**config.mk**
```make
export PLATFORM = sky130hd
export DESIGN_NAME = wav_riff_header_validator_top
export DESIGN_NICKNAME = d
export VERILOG_FILES = /design/src/hw/rtl/wrhv_pkg.sv /design/src/hw/rtl/wav_riff_header_validator_top.sv /design/src/hw/rtl/wrhv_dpath.sv /design/src/hw/rtl/wrhv_ctrl.sv
export SDC_FILE = /design/constraint.sdc
export NUM_CORES = 2
export LEC_CHECK = 0
export BUFFER_PORTS_ARGS = -buffer_cell sky130_fd_sc_hd__buf_4
export CORE_AREA = 2 2 277 279
export CTS_CLUSTER_DIAMETER = 80
export DETAILED_ROUTE_END_ITERATION = 12
export DIE_AREA = 0 0 279 281
export GPL_TIMING_DRIVEN = 0
export PLACE_DENSITY = 0.95
export SYNTH_ARGS = -nofsm -noshare
export SYNTH_HDL_FRONTEND = slang
export SYNTH_SLANG_ARGS = --single-unit
```
**constraint.sdc**
```tcl
create_clock -name clk -period 19.94 [get_ports clk]
set_input_delay 0.997 -clock clk [delete_from_list [all_inputs] [get_ports clk]]
set_output_delay 0.997 -clock clk [all_outputs]
set_load 0.05 [all_outputs]
```
**src/hw/rtl/wrhv_pkg.sv**
```systemverilog
`timescale 1ns / 1ps
// ----------------------------------------------------------------------------
// wrhv_pkg
// Shared constants and controller/datapath interface types for the WAV RIFF
// header validator.
// ----------------------------------------------------------------------------
`default_nettype none

package wrhv_pkg;

  localparam logic [31:0] TAG_RIFF = 32'h4646_4952;
  localparam logic [31:0] TAG_WAVE = 32'h4556_4157;
  localparam logic [31:0] TAG_FMT  = 32'h2074_6D66;
  localparam logic [31:0] TAG_DATA = 32'h6174_6164;

  localparam logic [33:0] FIRST_CHUNK  = 34'd12;
  localparam logic [33:0] HDR_BYTES    = 34'd8;
  localparam logic [33:0] FMT_SPAN     = 34'd24;
  localparam logic [31:0] FMT_BYTES    = 32'd16;
  localparam logic [32:0] MIN_LAST_POS = 33'd43;
  localparam logic [32:0] POS_MAX      = 33'h1_FFFF_FFFF;
  localparam logic [5:0]  MOD_STEPS    = 6'd32;

  localparam logic [1:0] PH_RIFF = 2'd0;
  localparam logic [1:0] PH_HDR  = 2'd1;
  localparam logic [1:0] PH_FMT  = 2'd2;
  localparam logic [1:0] PH_SKIP = 2'd3;

  localparam logic [1:0] VERD_NONE = 2'd0;
  localparam logic [1:0] VERD_DATA = 2'd1;
  localparam logic [1:0] VERD_FAIL = 2'd2;

  typedef struct packed {
    logic byte_en;
    logic fmt_s1;
    logic fmt_s2;
    logic finish;
  } wrhv_cmd_t;

  typedef struct packed {
    logic fmt_last;
    logic mod_busy;
  } wrhv_sts_t;

endpackage

`default_nettype wire

```
**src/hw/rtl/wav_riff_header_validator_top.sv**
```systemverilog
`timescale 1ns / 1ps
// ----------------------------------------------------------------------------
// wav_riff_header_validator_top
// Streams a WAV file one byte per beat and returns one verdict beat on the
// byte flagged as last: validity, data payload offset/length and PCM format.
//
//   channel  direction  handshake             payload
//   in_      input      in_valid / in_stall   in_file_byte, in_final_byte
//   out_     output     out_valid / out_stall is_valid, payload_offset/length,
//                                             channel_count, samples_per_second,
//                                             sample_bits
//
// One byte per cycle while parsing, unless in_stall holds the input.
// Last fmt payload byte: input stalls in ST_FMT1/ST_FMT2 for the fmt multiply check.
// Last file byte: the verdict is registered from ST_FIN after the frame remainder
// unit (started at the data header) is done and the output register is free.
// Reset clears the parser; the next byte after a verdict starts a new file.
// ----------------------------------------------------------------------------
`default_nettype none

module wav_riff_header_validator_top (
  input  wire logic        clk,
  input  wire logic        rst_n,
  input  wire logic        in_valid,
  output logic             in_stall,
  input  wire logic [7:0]  in_file_byte,
  input  wire logic        in_final_byte,
  output logic             out_valid,
  input  wire logic        out_stall,
  output logic             out_is_valid,
  output logic [32:0]      out_payload_offset,
  output logic [31:0]      out_payload_length,
  output logic [15:0]      out_channel_count,
  output logic [31:0]      out_samples_per_second,
  output logic [15:0]      out_sample_bits
);

  wrhv_pkg::wrhv_cmd_t cmd;
  wrhv_pkg::wrhv_sts_t sts;

  wrhv_ctrl u_ctrl (
    .clk           (clk),
    .rst_n         (rst_n),
    .in_valid      (in_valid),
    .in_final_byte (in_final_byte),
    .in_stall      (in_stall),
    .out_valid     (out_valid),
    .out_stall     (out_stall),
    .cmd           (cmd),
    .sts           (sts)
  );

  wrhv_dpath u_dpath (
    .clk                    (clk),
    .rst_n                  (rst_n),
    .cmd                    (cmd),
    .sts                    (sts),
    .in_file_byte           (in_file_byte),
    .in_final_byte          (in_final_byte),
    .out_is_valid           (out_is_valid),
    .out_payload_offset     (out_payload_offset),
    .out_payload_length     (out_payload_length),
    .out_channel_count      (out_channel_count),
    .out_samples_per_second (out_samples_per_second),
    .out_sample_bits        (out_sample_bits)
  );

endmodule

`default_nettype wire

```
**src/hw/rtl/wrhv_dpath.sv**
```systemverilog
`timescale 1ns / 1ps
// ----------------------------------------------------------------------------
// wrhv_dpath
// Byte parser, fmt check steps, frame remainder unit and result register.
// ----------------------------------------------------------------------------
`default_nettype none

module wrhv_dpath (
  input  wire logic               clk,
  input  wire logic               rst_n,
  input  wire wrhv_pkg::wrhv_cmd_t cmd,
  output wrhv_pkg::wrhv_sts_t     sts,
  input  wire logic [7:0]         in_file_byte,
  input  wire logic               in_final_byte,
  output logic                    out_is_valid,
  output logic [32:0]             out_payload_offset,
  output logic [31:0]             out_payload_length,
  output logic [15:0]             out_channel_count,
  output logic [31:0]             out_samples_per_second,
  output logic [15:0]             out_sample_bits
);

  logic [32:0]  pos_r, pos_nxt;
  logic [31:0]  clen_r, clen_nxt;
  logic [33:0]  ncp_r, ncp_nxt;
  logic [31:0]  tag_r, tag_nxt;
  logic [31:0]  len_r, len_nxt;
  logic [1:0]   phase_r, phase_nxt;
  logic         fmt_seen_r, fmt_seen_nxt;
  logic [1:0]   verd_r, verd_nxt;
  logic [127:0] ff_r, ff_nxt;
  logic [32:0]  foff_r, foff_nxt;
  logic [31:0]  flen_r, flen_nxt;
  logic [33:0]  dend_r, dend_nxt;
  logic [28:0]  xalign_r, xalign_nxt;
  logic         basic_bad_r, basic_bad_nxt;
  logic [5:0]   mod_cnt_r, mod_cnt_nxt;
  logic [31:0]  mod_q_r, mod_q_nxt;
  logic [15:0]  mod_rem_r, mod_rem_nxt;
  logic [15:0]  mod_d_r, mod_d_nxt;

  logic         o_valid_r, o_valid_nxt;
  logic [32:0]  o_off_r, o_off_nxt;
  logic [31:0]  o_len_r, o_len_nxt;
  logic [15:0]  o_ch_r, o_ch_nxt;
  logic [31:0]  o_rate_r, o_rate_nxt;
  logic [15:0]  o_bits_r, o_bits_nxt;

  logic        hdr_go;
  logic [2:0]  rel;
  logic [3:0]  fidx;
  logic [31:0] tag_sh;
  logic [31:0] len_sh;
  logic [33:0] skip_sum;
  logic [33:0] ncp_plus8;
  logic [15:0] f_fmt;
  logic [15:0] f_ch;
  logic [31:0] f_rate;
  logic [31:0] f_brate;
  logic [15:0] f_balign;
  logic [15:0] f_bits;
  logic [31:0] brate_prod;
  logic [16:0] mod_trial;
  logic [15:0] mod_rem_step;
  logic [33:0] size;
  logic        ok;

  always_comb begin
    hdr_go     = (phase_r == wrhv_pkg::PH_HDR) ||
                 ((phase_r == wrhv_pkg::PH_SKIP) && ({1'b0, pos_r} == ncp_r));
    rel        = pos_r[2:0] - ncp_r[2:0];
    fidx       = pos_r[3:0] - ncp_r[3:0];
    tag_sh     = {in_file_byte, tag_r[31:8]};
    len_sh     = {in_file_byte, len_r[31:8]};
    ncp_plus8  = ncp_r + wrhv_pkg::HDR_BYTES;
    skip_sum   = ncp_r + {2'b00, len_sh} + {30'd0, 1'b1, 2'b00, len_sh[0]};
    f_fmt      = ff_r[15:0];
    f_ch       = ff_r[31:16];
    f_rate     = ff_r[63:32];
    f_brate    = ff_r[95:64];
    f_balign   = ff_r[111:96];
    f_bits     = ff_r[127:112];
    brate_prod = f_rate * {3'd0, xalign_r};
    mod_trial  = {mod_rem_r, mod_q_r[31]};
    mod_rem_step = (mod_trial >= {1'b0, mod_d_r}) ?
                   16'(mod_trial - {1'b0, mod_d_r}) : mod_trial[15:0];
    size       = {1'b0, pos_r} + 34'd1;
    ok         = (verd_r == wrhv_pkg::VERD_DATA) &&
                 (pos_r >= wrhv_pkg::MIN_LAST_POS) &&
                 (({2'b00, clen_r} + 34'd7) == {1'b0, pos_r}) &&
                 (dend_r <= size);
  end

  always_comb begin
    pos_nxt       = pos_r;
    clen_nxt      = clen_r;
    ncp_nxt       = ncp_r;
    tag_nxt       = tag_r;
    len_nxt       = len_r;
    phase_nxt     = phase_r;
    fmt_seen_nxt  = fmt_seen_r;
    verd_nxt      = verd_r;
    ff_nxt        = ff_r;
    foff_nxt      = foff_r;
    flen_nxt      = flen_r;
    dend_nxt      = dend_r;
    xalign_nxt    = xalign_r;
    basic_bad_nxt = basic_bad_r;
    mod_cnt_nxt   = mod_cnt_r;
    mod_q_nxt     = mod_q_r;
    mod_rem_nxt   = mod_rem_r;
    mod_d_nxt     = mod_d_r;
    o_valid_nxt   = o_valid_r;
    o_off_nxt     = o_off_r;
    o_len_nxt     = o_len_r;
    o_ch_nxt      = o_ch_r;
    o_rate_nxt    = o_rate_r;
    o_bits_nxt    = o_bits_r;

    if (cmd.byte_en) begin
      if (verd_r == wrhv_pkg::VERD_NONE) begin
        unique case (phase_r)
          wrhv_pkg::PH_RIFF: begin
            if (pos_r < 33'd4) begin
              tag_nxt = tag_sh;
              if ((pos_r == 33'd3) && (tag_sh != wrhv_pkg::TAG_RIFF)) begin
                verd_nxt = wrhv_pkg::VERD_FAIL;
              end
            end else if (pos_r < 33'd8) begin
              clen_nxt = {in_file_byte, clen_r[31:8]};
            end else begin
              tag_nxt = tag_sh;
              if (pos_r == 33'd11) begin
                if (tag_sh != wrhv_pkg::TAG_WAVE) begin
                  verd_nxt = wrhv_pkg::VERD_FAIL;
                end
                phase_nxt = wrhv_pkg::PH_SKIP;
                ncp_nxt   = wrhv_pkg::FIRST_CHUNK;
              end
            end
          end
          wrhv_pkg::PH_FMT: begin
            ff_nxt = {in_file_byte, ff_r[127:8]};
            if (fidx == 4'd15) begin
              phase_nxt = wrhv_pkg::PH_SKIP;
            end
          end
          default: begin
            if (hdr_go) begin
              phase_nxt = wrhv_pkg::PH_HDR;
              if (rel < 3'd4) begin
                tag_nxt = tag_sh;
              end else begin
                len_nxt = len_sh;
              end
              if (rel == 3'd7) begin
                if (!fmt_seen_r && (tag_r == wrhv_pkg::TAG_FMT)) begin
                  if (len_sh != wrhv_pkg::FMT_BYTES) begin
                    verd_nxt = wrhv_pkg::VERD_FAIL;
                  end else begin
                    ncp_nxt   = ncp_r + wrhv_pkg::FMT_SPAN;
                    phase_nxt = wrhv_pkg::PH_FMT;
                  end
                end else if (tag_r == wrhv_pkg::TAG_DATA) begin
                  if (!fmt_seen_r) begin
                    verd_nxt = wrhv_pkg::VERD_FAIL;
                  end else begin
                    foff_nxt    = ncp_plus8[32:0];
                    flen_nxt    = len_sh;
                    verd_nxt    = wrhv_pkg::VERD_DATA;
                    mod_cnt_nxt = wrhv_pkg::MOD_STEPS;
                    mod_q_nxt   = len_sh;
                    mod_rem_nxt = '0;
                    mod_d_nxt   = f_balign;
                  end
                end else begin
                  ncp_nxt   = skip_sum;
                  phase_nxt = wrhv_pkg::PH_SKIP;
                end
              end
            end
          end
        endcase
      end
      if (!in_final_byte && (pos_r != wrhv_pkg::POS_MAX)) begin
        pos_nxt = pos_r + 33'd1;
      end
    end

    if (cmd.fmt_s1) begin
      basic_bad_nxt = (f_fmt != 16'd1) || (f_ch == 16'd0) || (f_rate == 32'd0) ||
                      (f_bits == 16'd0) || (f_bits[2:0] != 3'd0);
      xalign_nxt    = {13'd0, f_ch} * {16'd0, f_bits[15:3]};
    end

    if (cmd.fmt_s2) begin
      if (basic_bad_r || ({13'd0, f_balign} != xalign_r) || (f_brate != brate_prod)) begin
        verd_nxt = wrhv_pkg::VERD_FAIL;
      end else begin
        fmt_seen_nxt = 1'b1;
      end
    end

    if (mod_cnt_r != 6'd0) begin
      mod_cnt_nxt = mod_cnt_r - 6'd1;
      mod_q_nxt   = {mod_q_r[30:0], 1'b0};
      mod_rem_nxt = mod_rem_step;
      dend_nxt    = {1'b0, foff_r} + {2'b00, flen_r};
      if ((mod_cnt_r == 6'd1) && (mod_rem_step != 16'd0)) begin
        verd_nxt = wrhv_pkg::VERD_FAIL;
      end
    end

    if (cmd.finish) begin
      o_valid_nxt  = ok;
      o_off_nxt    = ok ? foff_r : '0;
      o_len_nxt    = ok ? flen_r : '0;
      o_ch_nxt     = ok ? f_ch : '0;
      o_rate_nxt   = ok ? f_rate : '0;
      o_bits_nxt   = ok ? f_bits : '0;
      pos_nxt      = '0;
      clen_nxt     = '0;
      ncp_nxt      = wrhv_pkg::FIRST_CHUNK;
      tag_nxt      = '0;
      len_nxt      = '0;
      phase_nxt    = wrhv_pkg::PH_RIFF;
      fmt_seen_nxt = 1'b0;
      verd_nxt     = wrhv_pkg::VERD_NONE;
      mod_cnt_nxt  = '0;
    end
  end

  always_ff @(posedge clk) begin
    if (!rst_n) begin
      pos_r      <= '0;
      clen_r     <= '0;
      ncp_r      <= wrhv_pkg::FIRST_CHUNK;
      tag_r      <= '0;
      len_r      <= '0;
      phase_r    <= wrhv_pkg::PH_RIFF;
      fmt_seen_r <= 1'b0;
      verd_r     <= wrhv_pkg::VERD_NONE;
      mod_cnt_r  <= '0;
    end else begin
      pos_r      <= pos_nxt;
      clen_r     <= clen_nxt;
      ncp_r      <= ncp_nxt;
      tag_r      <= tag_nxt;
      len_r      <= len_nxt;
      phase_r    <= phase_nxt;
      fmt_seen_r <= fmt_seen_nxt;
      verd_r     <= verd_nxt;
      mod_cnt_r  <= mod_cnt_nxt;
    end
  end

  always_ff @(posedge clk) begin
    ff_r        <= ff_nxt;
    foff_r      <= foff_nxt;
    flen_r      <= flen_nxt;
    dend_r      <= dend_nxt;
    xalign_r    <= xalign_nxt;
    basic_bad_r <= basic_bad_nxt;
    mod_q_r     <= mod_q_nxt;
    mod_rem_r   <= mod_rem_nxt;
    mod_d_r     <= mod_d_nxt;
    o_valid_r   <= o_valid_nxt;
    o_off_r     <= o_off_nxt;
    o_len_r     <= o_len_nxt;
    o_ch_r      <= o_ch_nxt;
    o_rate_r    <= o_rate_nxt;
    o_bits_r    <= o_bits_nxt;
  end

  assign sts = {(verd_r == wrhv_pkg::VERD_NONE) &&
                (phase_r == wrhv_pkg::PH_FMT) && (fidx == 4'd15),
                (mod_cnt_r != 6'd0)};

  assign out_is_valid           = o_valid_r;
  assign out_payload_offset     = o_off_r;
  assign out_payload_length     = o_len_r;
  assign out_channel_count      = o_ch_r;
  assign out_samples_per_second = o_rate_r;
  assign out_sample_bits        = o_bits_r;

  a_verd_code: assert property (@(posedge clk) disable iff (!rst_n)
    verd_r != 2'd3)
    else $error("verdict register holds an unused code");

  a_mod_after_data: assert property (@(posedge clk) disable iff (!rst_n)
    (mod_cnt_r != 6'd0) |-> (verd_r == wrhv_pkg::VERD_DATA) ||
                            (verd_r == wrhv_pkg::VERD_FAIL))
    else $error("remainder unit running without a data chunk");

  a_fmt_once: assert property (@(posedge clk) disable iff (!rst_n)
    (phase_r == wrhv_pkg::PH_FMT) |-> !fmt_seen_r)
    else $error("second fmt payload parsed");

  a_finish_idle: assert property (@(posedge clk) disable iff (!rst_n)
    cmd.finish |-> (mod_cnt_r == 6'd0) && !cmd.byte_en)
    else $error("verdict taken while remainder unit busy");

endmodule

`default_nettype wire

```
**src/hw/rtl/wrhv_ctrl.sv**
```systemverilog
`timescale 1ns / 1ps
// ----------------------------------------------------------------------------
// wrhv_ctrl
// Sequencer: byte intake, two-step fmt check, verdict and result handshake.
// ----------------------------------------------------------------------------
`default_nettype none

module wrhv_ctrl (
  input  wire logic                clk,
  input  wire logic                rst_n,
  input  wire logic                in_valid,
  input  wire logic                in_final_byte,
  output logic                     in_stall,
  output logic                     out_valid,
  input  wire logic                out_stall,
  output wrhv_pkg::wrhv_cmd_t      cmd,
  input  wire wrhv_pkg::wrhv_sts_t sts
);

  localparam logic [1:0] ST_RUN  = 2'd0;
  localparam logic [1:0] ST_FMT1 = 2'd1;
  localparam logic [1:0] ST_FMT2 = 2'd2;
  localparam logic [1:0] ST_FIN  = 2'd3;

  logic [1:0] state_r, state_nxt;
  logic       fin_pend_r, fin_pend_nxt;
  logic       out_valid_r, out_valid_nxt;
  logic       accept;

  always_comb begin
    accept       = in_valid && (state_r == ST_RUN);
    state_nxt    = state_r;
    fin_pend_nxt = fin_pend_r;
    cmd          = '0;
    cmd.byte_en  = accept;

    unique case (state_r)
      ST_RUN: begin
        if (accept) begin
          if (sts.fmt_last) begin
            state_nxt    = ST_FMT1;
            fin_pend_nxt = in_final_byte;
          end else if (in_final_byte) begin
            state_nxt = ST_FIN;
          end
        end
      end
      ST_FMT1: begin
        cmd.fmt_s1 = 1'b1;
        state_nxt  = ST_FMT2;
      end
      ST_FMT2: begin
        cmd.fmt_s2 = 1'b1;
        state_nxt  = fin_pend_r ? ST_FIN : ST_RUN;
      end
      default: begin
        if (!sts.mod_busy && (!out_valid_r || !out_stall)) begin
          cmd.finish = 1'b1;
          state_nxt  = ST_RUN;
        end
      end
    endcase

    out_valid_nxt = out_valid_r;
    if (cmd.finish) begin
      out_valid_nxt = 1'b1;
    end else if (out_valid_r && !out_stall) begin
      out_valid_nxt = 1'b0;
    end
  end

  always_ff @(posedge clk) begin
    if (!rst_n) begin
      state_r     <= ST_RUN;
      fin_pend_r  <= 1'b0;
      out_valid_r <= 1'b0;
    end else begin
      state_r     <= state_nxt;
      fin_pend_r  <= fin_pend_nxt;
      out_valid_r <= out_valid_nxt;
    end
  end

  assign in_stall  = (state_r != ST_RUN);
  assign out_valid = out_valid_r;

endmodule

`default_nettype wire
```
======== Word-level counts from Yosys, hierarchy flattened ========
Cells that the tools add are included.
cells by class
  $lt $le $gt $ge ......................... 6
  eq/ne operators ......................... 33
  shift operators ......................... 0
  mux-type cells .......................... 82
  multiply operators ...................... 2
  divide/modulo/power cells ............... 0
  reductions and logical operators ........ 63
  bitwise operators ....................... 7
  $add $sub $neg .......................... 12
operator list
  operator                                                                        number
  32-bit 2-to-1 mux                                                               13
  34-bit 2-to-1 mux                                                               8
  16-bit 2-to-1 mux                                                               10
  34-bit case mux with 2 select lines                                             1
  32-bit by 31-bit != test with 1-bit output (second input constant)              2
  32-bit case mux with 2 select lines                                             1
  2-bit 2-to-1 mux                                                                31
  6-bit 2-to-1 mux                                                                9
  33-bit by 1-bit adder with 34-bit output (second input constant)                1
  33-bit by 32-bit adder with 34-bit output                                       1
  34-bit by 32-bit adder with 34-bit output                                       1
  34-bit by 4-bit adder with 34-bit output                                        1
  34-bit by 5-bit adder with 34-bit output (second input constant)                1
  33-bit by 34-bit equality test with 1-bit output                                1
  34-bit by 33-bit equality test with 1-bit output                                1
  34-bit <= comparator                                                            1
  32-bit by 3-bit adder with 33-bit output (second input constant)                1
  33-bit by 1-bit adder with 33-bit output (second input constant)                1
  33-bit by 4-bit adder with 33-bit output (second input constant)                1
  33-bit by 2-bit equality test with 1-bit output (second input constant)         1
  33-bit by 4-bit equality test with 1-bit output (second input constant)         1
  33-bit by 6-bit >= comparator with 1-bit output (second input constant)         1
  33-bit by 3-bit less-than comparator with 1-bit output (second input constant)  1
  33-bit by 4-bit less-than comparator with 1-bit output (second input constant)  1
  other kinds (48)                                                                114
word-level totals
  memories ................................ 0
  RAM bits ................................ 0
  latch bits .............................. 0
  input bits .............................. 13
  memory bits (read-only) ................. 0
  output and inout bits ................... 132
  bits in registers ....................... 629

======== Depth between registers and ports, before layout ========
  depth in word-level cells ............... 12
  depth in mapped cells ................... 29
  mapped depth without buffers ............ 26

======== Cells and area by module ========
Synthesis repeated with hierarchy kept, for this count alone.
second synthesis, totals
  cells, all modules ...................... 5238
  area total of the unflattened synthesis .. 52426.5 µm²
by module, submodules not included
  module      seq. area each (µm²)  times used  cells an instance  area each (µm²)
  wrhv_dpath  16776.1               1           5204               52128.7
  wrhv_ctrl   80.1                  1           34                 297.8

======== Worst setup path after synthesis ========
Ideal clock, no wire load.
  kind .................................... reg2reg
  start ................................... register u_dpath.xalign_r[4]
  end ..................................... register u_dpath.verd_r[0]
  cell stages (with the launch flop) ...... 28
  data required time ...................... 19880 ps
  setup time .............................. 60 ps
  slack ................................... 12372 ps
  path buffers ............................ 3
  arrival time ............................ 7508 ps
  path through ............................ edfxtp_1 clkbuf_1 clkbuf_1 nand2_1 fa_1 fa_1 fa_1 inv_1 fa_1 inv_1 fa_1 fa_1 fa_1 inv_1 fa_1 ha_1 clkbuf_1 a21o_1 a21o_1 a21oi_1 nor2_1 a211oi_1 o311ai_0 nor4_1 nand4_1 nor4_1 a31o_1 o2111a_1
on the way
  word-level cells in the longest chain between the ends .. 7
  elaborated cells between the ends (all ways) .. 9
  those cells by class .................... 1 x mul; 2 x eq/ne; 4 x mux; 2 x reduce/logical
RTL lines
  item                                                                                                                 RTL line                             source
  from (decl)                                                                                                          wrhv_dpath.sv:35                     logic [28:0] xalign_r, xalign_nxt;
  from (signal assigned)                                                                                               wrhv_dpath.sv:262                    xalign_r <= xalign_nxt;
  32-bit by 29-bit multiplier with 32-bit output / 16-bit by 29-bit != test with 1-bit output (equally long branches)  wrhv_dpath.sv:83, wrhv_dpath.sv:197
  32-bit != test / 1-bit logical OR (equally long branches)                                                            wrhv_dpath.sv:197                    if (basic_bad_r || ({13'd0, f_balign} != xalign_r) || (f_brate != brate_prod)) begin
  1-bit logical OR *                                                                                                   wrhv_dpath.sv:197
  2-bit 2-to-1 mux *                                                                                                   wrhv_dpath.sv:197
  2-bit 2-to-1 mux *                                                                                                   wrhv_dpath.sv:196                    if (cmd.fmt_s2) begin
  2-bit 2-to-1 mux                                                                                                     wrhv_dpath.sv:209                    if ((mod_cnt_r == 6'd1) && (mod_rem_step != 16'd0)) begin
  2-bit 2-to-1 mux *                                                                                                   wrhv_dpath.sv:204                    if (mod_cnt_r != 6'd0) begin
  to (signal assigned)                                                                                                 wrhv_dpath.sv:242                    verd_r <= wrhv_pkg::VERD_NONE;
  to (signal assigned)                                                                                                 wrhv_dpath.sv:252                    verd_r <= verd_nxt;
  to (decl)                                                                                                            wrhv_dpath.sv:30                     logic [1:0] verd_r, verd_nxt;
Mark *: on every way between the ends. The rest lies on a longest branch, timed or not.
A chain may end at the register's enable or synchronous reset.

======== Worst setup path in the final report ========
  start ................................... register u_dpath.ff_r[32]
  end ..................................... register u_dpath.verd_r[0]
on the way
  word-level cells in the longest chain between the ends .. 7
RTL lines
  item                                              RTL line           source
  from (decl)                                       wrhv_dpath.sv:31   logic [127:0] ff_r, ff_nxt;
  from (signal assigned)                            wrhv_dpath.sv:258  ff_r <= ff_nxt;
  32-bit by 29-bit multiplier with 32-bit output *  wrhv_dpath.sv:83   brate_prod = f_rate * {3'd0, xalign_r};
  32-bit != test *                                  wrhv_dpath.sv:197
  1-bit logical OR *                                wrhv_dpath.sv:197
  2-bit 2-to-1 mux *                                wrhv_dpath.sv:197
  2-bit 2-to-1 mux *                                wrhv_dpath.sv:196
  2-bit 2-to-1 mux                                  wrhv_dpath.sv:209
  2-bit 2-to-1 mux *                                wrhv_dpath.sv:204
Marks and branches as above.

==> out/metrics.cfg <==
[run_status]
outcome=finished with violations
violations=capacitance limit, slew limit

[synthesis]
synth_top_area_share_pct=25.6
synth_top_family_by_area=adder cells
synth-main-ff-cell=edfxtp_1
syn_area_um2=52500
synth_compound_area_share_pct=6.45
synthTopCellsByArea=edfxtp_1, fa_1, ha_1, dfxtp_1, and2_1
yosysSeqAreaShare_pct=32.1
syn_inst=5225
synth_mux_area_share_pct=1.98
syn_avg_cell_area_um2=10.0
ys_ff_latch=618
synth_cell_types=87
synth-edff-count=448
synth_area_leader_cell=edfxtp_1
synth_xor_area_share_pct=6.01
synthArstFlopShare_pct=0
ys.warnings.count=0
synth-simple-area-share_pct=17.6
synth-adder-area-share_pct=29.9

[routing]
num_vias=42433
drt-initial-drc-count=5726
highest-signal-layer=met5
routedWlPerCell_um=25.0
route.met3.wl_mm=20.5
first_pass_iters=9
drc=0
routed_wl_mm=162
avgViaCountPerCell=6.54
dr_wl_met2_mm=73.3
postRouteAntennaNets=0
wl_met1_mm=53.5

[clock_tree]
cts_hold_buf=0
clkLatencyLatePin_ns=0.61
cts_made_buffers=69
post-cts-setup-buffers=0
clk_pin_slew_ns=0.06
cts_tree=yes
htreeDepth=3
cts-root-buf=clkbuf_16
cts_resized=0
clockBufferDepth=3
clock_sinks=618

[sta]
final.setup.tns_ns=0
hold_violations=0
min_period_ns=10.93
slew_viol_final=11
finalSetupViolations=0
max_freq_mhz=91.5
rsz0062_at_grt=false
tightest_slew_ns=1.54
fin_ws_ns=9.01
final_min_period_over_clock_period_pct=54.8
maxSlewHeadroom_pct=-3.63
finClkSkew_ns=0.0306

[place]
gp_congestion=1.05
portBuffers=142
dp_hpwl_mm=121
dp_slack_ns=9.52

[worst_setup_path]
critical_path_required_ns=20.48
path_class=reg -> reg
path_buf_inv=3
reg2reg_slack_ns=9.01
worstReg2RegStart=u_dpath.ff_r[32]
r2r_end=u_dpath.verd_r[0]
slowest_delay_ns=1.11
cp-start-kind=flop
crit_slowest_cell=nor4_1
critPathArrivalTime_ns=11.48
r2r_cells=24
cp_top_family=adder cells
path_max_fanout=11
cp_cell_sequence=clkbuf_1 > clkbuf_1 > nand2_1 > fa_1 > fa_1 > fa_1 > fa_1 > fa_1 > fa_1 > fa_1 > inv_1 > fa_1 > ha_1 > a21oi_1 > nor3_1 > a2111oi_0 > nand4_1 > nor4bb_1 > o311ai_0 > nor4_1 > nand4_1 > nor4_1 > a31o_1 > o2111a_1
critical_path.most_common_cell=fa_1
end_kind=flop

[floorplan]
die_y_um=281
start_util_pct=69.5
coreArea_um2=75400
dieArea_um2=78400
io_pins=145
dieWidth_um=279
fp-row-count=101

[worst_hold_path]
hold_class=reg -> reg
hold_end=u_dpath.ff_r[113]
hold_depth=0
hold_start=u_dpath.ff_r[121]

[global_route]
track_usage_pct=41.9
grt_pass1_vias=43765
antenna_found_initial=14
grt_max_degree=70
overflow=0
grt_pass1_wl_mm=249

[final_layout]
layout_common_cells=nand2_1, fa_1, inv_1, edfxtp_1, and2_1
nets=6373
syn2layout_area_growth_pct=9.25
fillers=4504
drive_gt1_share_pct=6.02
final_common_cell=nand2_1

[run]
cap_violations=1

per-stage QoR:
| step | area (µm²) | hold slack (ns) | utilization, % | instances |
|---|---|---|---|---|
| finish | 57300 | 0.450 | 76.0 | 6491 |
| global route | 57300 | 0.460 | 75.9 | 6481 |
| CTS | 57300 | 0.443 | 75.9 | 6480 |
| detailed placement | 55000 | 0.432 | 72.8 | 6354 |
| global placement | 54800 | 0.425 | 72.6 | 6346 |
| floorplan | 52500 | 0.417 | - | 5226 |
worst max path at each step:
stage | slack (ns) | cells past startpoint | startpoint | end
after floorplan | 12.37 | 27 | u_dpath.xalign_r[4] | u_dpath.verd_r[0]
after global placement | 9.66 | 24 | u_dpath.ff_r[32] | u_dpath.verd_r[1]
after detailed placement | 9.52 | 24 | u_dpath.ff_r[32] | u_dpath.verd_r[0]
after CTS | 9.42 | 24 | u_dpath.ff_r[32] | u_dpath.verd_r[0]
after global routing | 8.86 | 24 | u_dpath.ff_r[32] | u_dpath.verd_r[0]
final | 9.01 | 24 | u_dpath.ff_r[32] | u_dpath.verd_r[0]
layout make-up:
| class | instances | area [µm²] | share of cell area (%) |
|---|---|---|---|
| antenna | 11 | 27.5 | 0.0480 |
| tap | 978 | 1220 | 2.13 |
| sequential | 618 | 16900 | 29.4 |
| multi-input combinational | 3797 | 32500 | 56.7 |
| inverter | 528 | 1990 | 3.47 |
| buffer | 283 | 1130 | 1.96 |
| clock inverter | 39 | 449 | 0.784 |
| clock buffer | 87 | 1890 | 3.29 |
| timing repair buffer | 150 | 1240 | 2.17 |
cell usage after synthesis, drive strengths merged, types with 9 or more instances:
library cell  count
dfxtp           170
clkbuf          228
edfxtp          448
nor2            322
a21oi           163
a211oi           15
nor4b             9
and3             39
xor2            121
o21bai           11
inv             528
and2            436
a2111oi           9
nor3             71
mux2i            96
a31oi            18
nand3           102
xnor2           234
a21o             65
o211ai           11
nor4             61
or3              16
nand2b           24
nand4            56
ha              348
or2               9
buf              55
nor2b            20
o21ai           113
fa              565
nand2           688
o21a             31
layer usage:
metal  vias up  GRT usage [%]
li1      17691              -
met1     20461           49.6
met2      3305           65.3
met3       966           11.5
met4        10           32.4
met5         -              0
registers in the layout (all words and copies together), names as in the netlist, 29 cells and up:
name,count
u_dpath.clen_r,32
u_dpath.dend_r,34
u_dpath.ff_r,128
u_dpath.flen_r,32
u_dpath.foff_r,32
u_dpath.mod_q_r,32
u_dpath.ncp_r,33
u_dpath.out_payload_length,32
u_dpath.out_payload_offset,32
u_dpath.out_samples_per_second,32
u_dpath.pos_r,33
u_dpath.tag_r,32
u_dpath.xalign_r,29
logic make-up (layout without fill, tap and decap cells):
logic type,count (synthesis),after routing
other cells,1,13
fa+ha+maj,913,913
xor+xnor,357,357
simple gates,1895,1895
flops,618,618
compound gates,528,528
buf+inv,811,1087
mux,102,102
Power is not shown: default switching activity piles up to over one toggle a cycle in this logic, so the estimate is an artifact.
